$ cat src/rtl/core/cia_pkg.sv
// Package: shared types and constants for the interface adapter.
package cia_pkg;

  typedef enum logic [1:0] {
    OP_TICK  = 2'd0,
    OP_READ  = 2'd1,
    OP_WRITE = 2'd2,
    OP_PEEK  = 2'd3
  } op_t;

  typedef enum logic [3:0] {
    REG_PRA  = 4'd0,
    REG_PRB  = 4'd1,
    REG_DDRA = 4'd2,
    REG_DDRB = 4'd3,
    REG_TALO = 4'd4,
    REG_TAHI = 4'd5,
    REG_TBLO = 4'd6,
    REG_TBHI = 4'd7,
    REG_TOD0 = 4'd8,
    REG_TODS = 4'd9,
    REG_TODM = 4'd10,
    REG_TODH = 4'd11,
    REG_SDR  = 4'd12,
    REG_ICR  = 4'd13,
    REG_CRA  = 4'd14,
    REG_CRB  = 4'd15
  } reg_t;

  typedef struct packed {
    logic [1:0] operation;
    logic [3:0] address;
    logic [7:0] write_data;
  } cia_in_t;

  typedef struct packed {
    logic [7:0] read_data;
    logic       irq;
    logic [7:0] port_a_value;
    logic [7:0] port_b_value;
  } cia_out_t;

  localparam logic [15:0] TIMER_RESET = 16'hFFFF;
  localparam logic [19:0] PERIOD_RESET = 20'd98524;

  // 7-bit BCD (two digits) increment with wrap at 60, result truncated.
  function automatic logic [7:0] bcd_inc60(input logic [6:0] v, output logic carry);
    logic [7:0] b;
    logic [3:0] hi, lo;
    b = {4'd0, 1'b0, v[6:4]} * 8'd10 + {4'd0, v[3:0]} + 8'd1;
    carry = (b == 8'd60);
    if (carry) b = 8'd0;
    hi = 4'((16'(b) * 16'd205) >> 11);
    lo = 4'(b - 8'(hi) * 8'd10);
    return {1'b0, 3'(hi), lo};
  endfunction

  function automatic logic [25:0] tod_inc(input logic [25:0] t);
    logic [3:0] tth;
    logic [6:0] sec, mn;
    logic [7:0] hr, bh, b;
    logic [7:0] r;
    logic       cs, cm, pm;
    logic [3:0] hi, lo;
    tth = t[3:0] + 4'd1;
    sec = t[10:4];
    mn = t[17:11];
    hr = t[25:18];
    if (tth == 4'd10) begin
      tth = 4'd0;
      r = bcd_inc60(sec, cs);
      if (cs) begin
        r = bcd_inc60(mn, cm);
        if (cm) begin
          pm = hr[7];
          bh = {3'd0, 1'b0, hr[4]} * 8'd10 + {4'd0, hr[3:0]} + (pm ? 8'd12 : 8'd0)
               + 8'd1;
          if (bh == 8'd24) begin
            bh = 8'd0;
            pm = 1'b0;
          end else if (bh == 8'd12) begin
            pm = 1'b1;
          end
          b = bh - (pm ? 8'd12 : 8'd0);
          hi = 4'((16'(b) * 16'd205) >> 11);
          lo = 4'(b - 8'(hi) * 8'd10);
          hr = {pm, 2'b00, hi[0], lo};
        end
        mn = r[6:0];
        r = 8'd0;
      end
      sec = (cs) ? 7'd0 : r[6:0];
    end
    return {hr, mn, sec, tth};
  endfunction

endpackage

$ cat src/rtl/core/cia_core.sv
// Core state and per-item update logic for the interface adapter.
module cia_core
  import cia_pkg::*;
#(
  parameter int COUNTDOWN_WIDTH = 20
) (
  input  logic     clk,
  input  logic     rst,
  input  logic     en,
  input  cia_in_t  item,
  input  logic [19:0] period,
  output cia_out_t result
);

  logic [15:0] ta_cnt, ta_lat, tb_cnt, tb_lat;
  logic [7:0]  cra, crb, pra, prb, ddra, ddrb, flags;
  logic [4:0]  mask;
  logic [25:0] clk_t, alm_t, lat_t;
  logic        running;
  logic [COUNTDOWN_WIDTH-1:0] cdown;

  logic [15:0] ta_cnt_next, ta_lat_next, tb_cnt_next, tb_lat_next;
  logic [7:0]  cra_next, crb_next, pra_next, prb_next, ddra_next, ddrb_next, flags_next;
  logic [4:0]  mask_next;
  logic [25:0] clk_t_next, alm_t_next, lat_t_next, tinc;
  logic        running_next, a_under, b_under, b_counts;
  logic [COUNTDOWN_WIDTH-1:0] cdown_next;
  logic [7:0]  rd;
  logic [15:0] ta_dec, tb_dec;
  logic [25:0] todw;
  logic [25:0] todm;
  op_t         op;
  reg_t        ad;
  logic [7:0]  d;

  assign op = op_t'(item.operation);
  assign ad = reg_t'(item.address);
  assign d = item.write_data;
  assign ta_dec = ta_cnt - 16'd1;
  assign tb_dec = tb_cnt - 16'd1;
  assign tinc = tod_inc(clk_t);

  always_comb begin
    ta_cnt_next = ta_cnt; ta_lat_next = ta_lat; tb_cnt_next = tb_cnt; tb_lat_next = tb_lat;
    cra_next = cra; crb_next = crb; pra_next = pra; prb_next = prb;
    ddra_next = ddra; ddrb_next = ddrb; flags_next = flags; mask_next = mask;
    clk_t_next = clk_t; alm_t_next = alm_t; lat_t_next = lat_t;
    running_next = running; cdown_next = cdown;
    rd = 8'd0; a_under = 1'b0; b_under = 1'b0; b_counts = 1'b0;
    todw = 26'd0; todm = 26'd0;
    unique case (op)
      OP_TICK: begin
        if (cra[0]) begin
          if (cra[1] && !cra[2]) prb_next[6] = 1'b0;
          if (!cra[5]) begin
            ta_cnt_next = ta_dec;
            if (ta_dec == TIMER_RESET) begin
              a_under = 1'b1;
              ta_cnt_next = ta_lat;
              if (cra[1]) prb_next[6] = cra[2] ? ~prb_next[6] : 1'b1;
              if (cra[3]) cra_next[0] = 1'b0;
            end
          end
        end
        b_counts = (crb[6:5] == 2'd0) || (crb[6:5] == 2'd2 && a_under);
        if (crb[0]) begin
          if (crb[1] && !crb[2]) prb_next[7] = 1'b0;
          if (b_counts) begin
            tb_cnt_next = tb_dec;
            if (tb_dec == TIMER_RESET) begin
              b_under = 1'b1;
              tb_cnt_next = tb_lat;
              if (crb[1]) prb_next[7] = crb[2] ? ~prb_next[7] : 1'b1;
              if (crb[3]) crb_next[0] = 1'b0;
            end
          end
        end
        if (a_under) flags_next[0] = 1'b1;
        if (b_under) flags_next[1] = 1'b1;
        if (running) begin
          if (cdown == '0) begin
            clk_t_next = tinc;
            cdown_next = COUNTDOWN_WIDTH'(period);
            if (tinc == alm_t) flags_next[2] = 1'b1;
          end else begin
            cdown_next = cdown - 1'b1;
          end
        end
        if (|(flags_next[4:0] & mask)) flags_next[7] = 1'b1;
      end
      OP_READ, OP_PEEK: begin
        unique case (ad)
          REG_PRA:  rd = pra;
          REG_PRB:  rd = prb;
          REG_DDRA: rd = ddra;
          REG_DDRB: rd = ddrb;
          REG_TALO: rd = ta_cnt[7:0];
          REG_TAHI: rd = ta_cnt[15:8];
          REG_TBLO: rd = tb_cnt[7:0];
          REG_TBHI: rd = tb_cnt[15:8];
          REG_TOD0: rd = {4'd0, lat_t[3:0]};
          REG_TODS: rd = {1'b0, lat_t[10:4]};
          REG_TODM: rd = {1'b0, lat_t[17:11]};
          REG_TODH: begin
            rd = clk_t[25:18];
            if (op == OP_READ) lat_t_next = clk_t;
          end
          REG_ICR: begin
            rd = flags;
            if (op == OP_READ) flags_next = 8'd0;
          end
          REG_CRA:  rd = cra;
          REG_CRB:  rd = crb;
          REG_SDR:  rd = 8'd0;
          default:  rd = 8'd0;
        endcase
      end
      OP_WRITE: begin
        unique case (ad)
          REG_TOD0: begin todw = {22'd0, d[3:0]};        todm = 26'hF; end
          REG_TODS: begin todw = {15'd0, d[6:0], 4'd0};  todm = 26'h7F << 4; end
          REG_TODM: begin todw = {8'd0, d[6:0], 11'd0};  todm = 26'h7F << 11; end
          REG_TODH: begin todw = {d & 8'h9F, 18'd0};     todm = 26'hFF << 18; end
          default: begin todw = 26'd0; todm = 26'd0; end
        endcase
        if (crb[7]) alm_t_next = (alm_t & ~todm) | todw;
        else        clk_t_next = (clk_t & ~todm) | todw;
        unique case (ad)
          REG_PRA:  pra_next = (pra & ~ddra) | (d & ddra);
          REG_PRB:  prb_next = (prb & ~ddrb) | (d & ddrb);
          REG_DDRA: ddra_next = d;
          REG_DDRB: ddrb_next = d;
          REG_TALO: ta_lat_next = {ta_lat[15:8], d};
          REG_TAHI: begin
            ta_lat_next = {d, ta_lat[7:0]};
            if (!cra[0]) ta_cnt_next = {d, ta_lat[7:0]};
          end
          REG_TBLO: tb_lat_next = {tb_lat[15:8], d};
          REG_TBHI: begin
            tb_lat_next = {d, tb_lat[7:0]};
            if (!crb[0]) tb_cnt_next = {d, tb_lat[7:0]};
          end
          REG_TOD0: if (!crb[7]) running_next = 1'b1;
          REG_TODH: if (!crb[7]) running_next = 1'b0;
          REG_ICR:  mask_next = d[7] ? (mask | d[4:0]) : (mask & ~d[4:0]);
          REG_CRA: begin
            if (d[4]) ta_cnt_next = ta_lat;
            if (!cra[0] && d[2:0] == 3'b111) prb_next[6] = 1'b1;
            cra_next = d & 8'hEF;
          end
          REG_CRB: begin
            if (d[4]) tb_cnt_next = tb_lat;
            if (!crb[0] && d[2:0] == 3'b111) prb_next[7] = 1'b1;
            crb_next = d & 8'hEF;
          end
          default: ;
        endcase
      end
      default: ;
    endcase
  end

  always_ff @(posedge clk) begin
    if (rst) begin
      ta_cnt <= TIMER_RESET; ta_lat <= TIMER_RESET;
      tb_cnt <= TIMER_RESET; tb_lat <= TIMER_RESET;
      cra <= '0; crb <= '0; pra <= '0; prb <= '0; ddra <= '0; ddrb <= '0;
      flags <= '0; mask <= '0; clk_t <= '0; alm_t <= '0; lat_t <= '0;
      running <= 1'b0; cdown <= '0;
    end else if (en) begin
      ta_cnt <= ta_cnt_next; ta_lat <= ta_lat_next;
      tb_cnt <= tb_cnt_next; tb_lat <= tb_lat_next;
      cra <= cra_next; crb <= crb_next; pra <= pra_next; prb <= prb_next;
      ddra <= ddra_next; ddrb <= ddrb_next; flags <= flags_next; mask <= mask_next;
      clk_t <= clk_t_next; alm_t <= alm_t_next; lat_t <= lat_t_next;
      running <= running_next; cdown <= cdown_next;
    end
  end

  always_comb begin
    result.read_data = rd;
    result.irq = flags_next[7];
    result.port_a_value = pra_next;
    result.port_b_value = prb_next;
  end

endmodule

$ cat src/rtl/core/complex_interface_adapter_unit.sv
// Top level: handshake and output register around the adapter core.
// One item (tick, read, write or peek) is accepted per cycle; its result
// appears in the output register the cycle after acceptance. The output
// register holds one result, so input stalls only while that result waits.
module complex_interface_adapter_unit
  import cia_pkg::*;
#(
  parameter int COUNTDOWN_WIDTH = 20
) (
  input  logic        clk,
  input  logic        rst,
  input  logic        in_valid,
  output logic        in_ready,
  input  cia_in_t     in_data,
  output logic        out_valid,
  input  logic        out_ready,
  output cia_out_t    out_data,
  input  logic        cfg_we,
  input  logic [19:0] cfg_data
);

  logic [19:0] period;
  logic        take;
  cia_out_t    res;

  assign in_ready = !out_valid || out_ready;
  assign take = in_valid && in_ready;

  always_ff @(posedge clk) begin
    if (rst) period <= PERIOD_RESET;
    else if (cfg_we) period <= cfg_data;
  end

  cia_core #(.COUNTDOWN_WIDTH(COUNTDOWN_WIDTH)) u_core (
    .clk(clk), .rst(rst), .en(take), .item(in_data), .period(period), .result(res)
  );

  always_ff @(posedge clk) begin
    if (rst) out_valid <= 1'b0;
    else if (in_ready) out_valid <= in_valid;
  end

  always_ff @(posedge clk) begin
    if (take) out_data <= res;
  end

endmodule

$ cat config.mk
export PLATFORM = sky130hd
export DESIGN_NAME = complex_interface_adapter_unit
export DESIGN_NICKNAME = d
export VERILOG_FILES = /design/src/rtl/core/cia_pkg.sv /design/src/rtl/core/cia_core.sv /design/src/rtl/core/complex_interface_adapter_unit.sv
export SDC_FILE = /design/constraint.sdc
export NUM_CORES = 1
export LEC_CHECK = 0
export ABC_AREA = 1
export BUFFER_PORTS_ARGS = -buffer_cell sky130_fd_sc_hd__buf_2
export CORE_UTILIZATION = 23
export CTS_BUF_LIST = sky130_fd_sc_hd__clkbuf_8
export DETAILED_ROUTE_END_ITERATION = 16
export MAX_ROUTING_LAYER = met4
export PLACE_DENSITY = 0.43
export SYNTH_ARGS = -nofsm -noshare
export SYNTH_HDL_FRONTEND = slang
export SYNTH_HIERARCHICAL = 1
export SYNTH_SLANG_ARGS = --single-unit
$ cat constraint.sdc
create_clock -name clk -period 9.03 [get_ports clk]
set_input_delay 0 -clock clk [delete_from_list [all_inputs] [get_ports clk]]
set_output_delay 0 -clock clk [all_outputs]
set_load 0.01 [all_outputs]
## Word level (Yosys, flattened, before mapping)

Cells that the tools add are included.

| word-level totals | value |
|---|---|
| bits in registers | 256 |
| bits of input ports | 39 |
| output and inout bits | 27 |
| logic and storage cells | 275 |

| cells by class | value |
|---|---|
| $add $sub $neg | 15 |
| multipliers | 9 |
| equal/unequal tests | 47 |
| muxes and demuxes | 112 |
| bitwise operators | 23 |
| reduce and logical (&&, ||, !) cells | 41 |

Operator list:

| kind | number |
|---|---|
| $pmux W26 S4 | 2 |
| $pmux W16 S2 | 6 |
| $mux W16 | 10 |
| $mux W26 | 5 |
| $mux W8 | 16 |
| $pmux W8 S16 | 1 |
| $and A26 B26 Y26 | 2 |
| $mux W1 | 52 |
| $or A26 B26 Y26 | 2 |
| $pmux W26 S2 | 1 |
| $mul A8 B8 Y15 const B | 3 |
| $eq A4 B4 Y1 const B | 9 |
| $and A8 B8 Y8 | 4 |
| $eq A16 B16 Y1 const B | 2 |
| $sub A16 B1 Y16 const B | 2 |
| $mux W7 | 4 |
| $reduce_and A3 Y1 | 9 |
| $eq A26 B26 Y1 | 1 |
| $not A26 Y26 | 1 |
| $add A8 B1 Y8 const B | 3 |
| $reduce_and A4 Y1 | 6 |
| $logic_not A20 Y1 | 1 |
| $mux W20 | 1 |
| $sub A20 B1 Y20 const B | 1 |
| 44 further kinds | 103 |

## Longest topological paths before layout

| depth | value |
|---|---|
| depth in word-level cells | 27 |
| gate-level depth with buffers | 51 |
| depth with buffers taken out | 50 |

## By module

Netlist, hierarchy kept.

By module, submodules not included:

| module | times used | cells each | area an instance (µm²) | sequential area each (µm²) |
|---|---|---|---|---|
| cia_core | 1 | 2289 | 15785.1 | 4164.0 |
| complex_interface_adapter_unit | 1 | 119 | 1537.7 | 1171.1 |

## Worst setup path before layout

No wires, ideal clock.

| timing | value |
|---|---|
| path type | register -> register |
| from | register with a tool-made name |
| to | register out_data[16] (netlist name), data pin |
| setup time | 0.125 ns |
| arrival | 7.487 ns |
| required time | 8.905 ns |
| setup slack | 1.418 ns |
| stages on the path, launching flop included | 50 |
| path buffers | 1 |
| clock period less this slack | 7.612 ns |
| cells stage by stage | dfxtp_1 -> inv_1 -> fa_1 -> inv_1 -> ha_1 -> nand2_1 -> nand2_1 -> nand2_1 -> inv_1 -> nor3_1 -> nand2_1 -> a21oi_1 -> ha_1 -> a21oi_1 -> nand2_1 -> xor2_1 -> ha_1 -> fa_1 -> [... 14 more ...] -> fa_1 -> nand2_1 -> nand2_1 -> nand2_1 -> nand2_1 -> nand3_1 -> nor2_1 -> nand3_1 -> nor2_1 -> nand3_1 -> nor2_1 -> nand3_1 -> nand2_1 -> nand2_1 -> nand2_1 -> nand2_1 -> inv_1 -> buf_4 |

RTL lines:

| item | line | RTL |
|---|---|---|
| end signal, assigned | complex_interface_adapter_unit.sv:44 | `if (take) out_data <= res;` |
| end, declared | complex_interface_adapter_unit.sv:17 | `output cia_out_t out_data,` |

==> summary.md <==
| Metric | Value |
|---|---|
| Status | completed |
| Final instance area | about 20000 sq um |
| Largest stage delay, worst path | ~0.56 ns |
| Net Sw Power | 1.11 mW |
| Layout cells sized above 1 | 8.45% |
| Reg-to-reg slack, setup | 0.68 ns |
| Post-synthesis area per instance | 7.19 sq um |
| Synth Area in Compound Gates | 19.4% |
| Wirelength per Cell | 16.9 um |
| Worst setup EP type | flop |
| Worst setup SP type | flop |
| Least-Margin Pin Slew | 1.09 ns |
| Simple-gate portion of the synthesized area | a little over a fifth |
| Synth Warn # | 6 |
| Drt initial violations | between 1000 and 1500 |
| Grt ovf | 0 |
| Synth Register Bits | 254 |
| Min-delay worst type | in2reg |
| RePlAce Congestion | 0.883 |
| Largest net degree at the start of global routing | 98 |
| WHS | 0.0703 ns |
| TritonCTS Buffers | 48 |
| Sequential share of the synthesized area | between 30 and 40% |
| Commonest non-fill, non-tap cell in the layout | nand2_1 |
| Synth Instances | 2408 |
| Starting Density | a little under a quarter |
| First-pass GRT wire length | 93.7 mm |
| Post-Place Cells | 3368 |
| XOR/XNOR share of the synthesized area | 3.24% |
| Main combinational cell family by area after synthesis | simple AND/OR/NAND/NOR gates |
| Combinational fraction of design power | between 20 and 30% |
| Total power | 3.18 mW |
| GRT Util Overall | 15.9% |
| Reg-to-reg endpoint | out_data[16] |
| Clk slew on worst S/H paths | 0.07 ns |
| Pwr per Cell Area | 158 nW/um^2 |
| Most frequent cells in the layout | 413 x nand2_1, 382 x inv_1, 228 x dfxtp_1, 218 x nor2_1, 215 x o21ai_0 |
| Number of routed nets with antenna violations | 0 |
| Initial antenna violation count | 2 |
| Ys flop type | dfxtp_1 |
| Synth Area in Adders | 14.3% |
| CTS HTree Levels | 2 |
| Post-synth EDFFs | 25 |
| Nets | roughly 2700 |
| Placed inst area | 18600 sq um |
| Chip height | 276 um |
| Vias in the first global route | 16320 |
| CP most frequent cell | nand2_1 |
| Synthesized cell area | 17300 sq um |
| Final setup fails | 0 |
| Sw frac | 34.9% |
| Insertion delay to the later sink of the worst-skew pair | 0.65 ns |
| Slew HR | between 20% and 30% |
| CTS tree | built |
| Final worst slack | 0.681 ns |
| P_int | roughly 2.1 mW |
| Core ar. | 74400 sq um |
| Worst Hold End | u_core/ddrb[0] |
| WP data arrival | around 9 ns |
| Core Util, Final | 27.1% |
| Routed WL | ~60 mm |
| Non-Filler Instances | 3512 |
| Flop pwr share | between 30% and 40% |
| Cell row count | 100 |
| Max Freq | between 100 and 150 MHz |
| Final min period | 8.35 ns |
| Final Slew Violations | 0 |
| CTS Root Cell | clkbuf_8 |
| CTS sink count | around 250 |
| MaxCap Viol Count | 0 |
| # diodes | 0 |
| Final setup TNS | 0 ns |
| Die area | 76400 sq um |
| Clk buf depth | 3 |
| Final Skew | 0.0641 ns |
| Residual DRC | 0 |
| Post-synth net total | 2620 |
| Vias | 16653 |
| Worst vdd ir | between 60 and 70 uV |
| Buf/Inv on CP | 8 |
| Critical path class | reg2reg |
| CP required | 9.52 ns |
| Width of the die | 276 um |
| R2R depth | 48 |
| Via density | 4.74 |
| Min-Delay Path Depth | 5 |
| DP Worst Slack | ~0.33 ns |
| Layout Area Growth over Synthesis | 16.3% |
| I/O Buffers | 65 |
| Max stage delay cell, worst path | fa_1 |
| IO Pins | 66 |
| Final Cycle Share | 92.5% |
| Clock power frac | 34.8% |
| Synth cell types | 56 |
| Final hold vios | 0 |
| First drt pass iteration count | 6 |
| Post-synthesis mux area share | 0% |
| Largest delay share family, worst path | adder cells |
| DP HPWL | around 43 mm |
| Fraction of registers with async set/reset | 0% |
| P_leak | 9.11 nW |
| CP max FO | 4 |
| Hold_sp | in_data[8] |
==> synthesized netlist by cell type, drive strengths merged, types with 2 or more instances <==
library cell	count	share of area, %
nand3	132	4.0
fa	41	4.7
clkinv	10	0.22
xor2	42	2.1
dfxtp	229	26
buf	23	0.90
o22ai	14	0.51
o2111ai	4	0.20
nand4	15	0.54
a22oi	8	0.35
nor3	34	1.2
o21bai	3	0.13
edfxtp	25	4.3
a211oi	7	0.30
a21o	3	0.13
nand2	422	9.3
or2	2	0.072
a31oi	23	0.83
o221ai	7	0.35
xnor2	22	1.1
nor2	235	5.3
a221oi	24	1.2
clkbuf	66	1.4
a41oi	5	0.25
o211ai	66	2.9
a21oi	167	4.9
nand3b	12	0.52
nor4	10	0.48
o21ai	230	6.7
and3	3	0.11
inv	376	8.1
o311ai	7	0.35
o31ai	3	0.13
ha	132	9.5
==> worst max-delay path by stage <==
stage / startpoint / end / depth (start not counted)
finish: flop / out_data[16] / 48
global route: flop / u_core/flags[7] / 50
CTS: flop / out_data[16] / 48
detailed placement: flop / u_core/flags[7] / 48
global placement: flop / out_data[16] / 48
floorplan: flop / out_data[16] / 49
==> registers in the layout, summed over array words and instances, names as in the netlist, 4 cells and up, named ones only <==
name and count:
u_core/prb 8, u_core/cdown 20, u_core/ta_cnt 16, u_core/lat_t 18, u_core/ddrb 8, out_data 25, u_core/alm_t 20, u_core/ddra 8
u_core/tb_lat 16, u_core/clk_t 20, period 20, u_core/pra 8, u_core/ta_lat 16, u_core/cra 7, u_core/tb_cnt 16, u_core/crb 7
u_core/flags 4
==> worst reg2reg max path, delay by kind of cell, from the launching register on <==
kind,cells,cell delay [ns]
compound gates,3,0.65
simple gates,26,2.49
fa+ha+maj,10,3.95
buf+inv,8,0.54
xor+xnor,1,0.19
flops,1,0.38
==> metal layers <==
metal	global-route usage, %	share of wire (%)	wire (um)	vias up
met5	-	0	0	-
met4	4.77	2.3	1400	0
met3	2.11	5.9	3500	85
met2	24.1	43	25800	501
met1	22.0	48	28700	7827
li1	-	-	-	8240
==> layout make-up <==
type                       count  area, sq um
sequential                   254         5340
tap                          969         1210
clock inverter                27          133
inverter                     386         1450
multi-input combinational   1679        10200
fill                        8128        54300
timing repair buffer         140         1030
clock buffer                  57          785
==> power by group through the flow <==
| stage | logic, mW | registers, mW | clock network (mW) |
|---|---|---|---|
| finish | 0.867 | 1.21 | 1.11 |
| global route | 1.01 | 1.21 | 1.19 |
| CTS | 0.875 | 1.21 | 1.15 |
| detailed placement | 0.848 | 1.23 | 0 |
| global placement | 0.842 | 1.23 | 0 |
| floorplan | 0.605 | 1.22 | 0 |
==> logic make-up after synthesis <==
family                     after synthesis
AOI/OAI and AO/OA                      576
DFF                                    254
xor gates and xnor gates                64
and+or+nand+nor                        866
adders and majority gates              173
buffers and inverters                  475
==> what timing repair did <==
action,in CTS,in global routing
hold buffers,58,0
setup buffers,0,2
hold endpoints to repair,69,0
resized for setup,0,8
endpoints found under the setup margin,0,3
No activity file was read; power rests on OpenSTA's default activity.
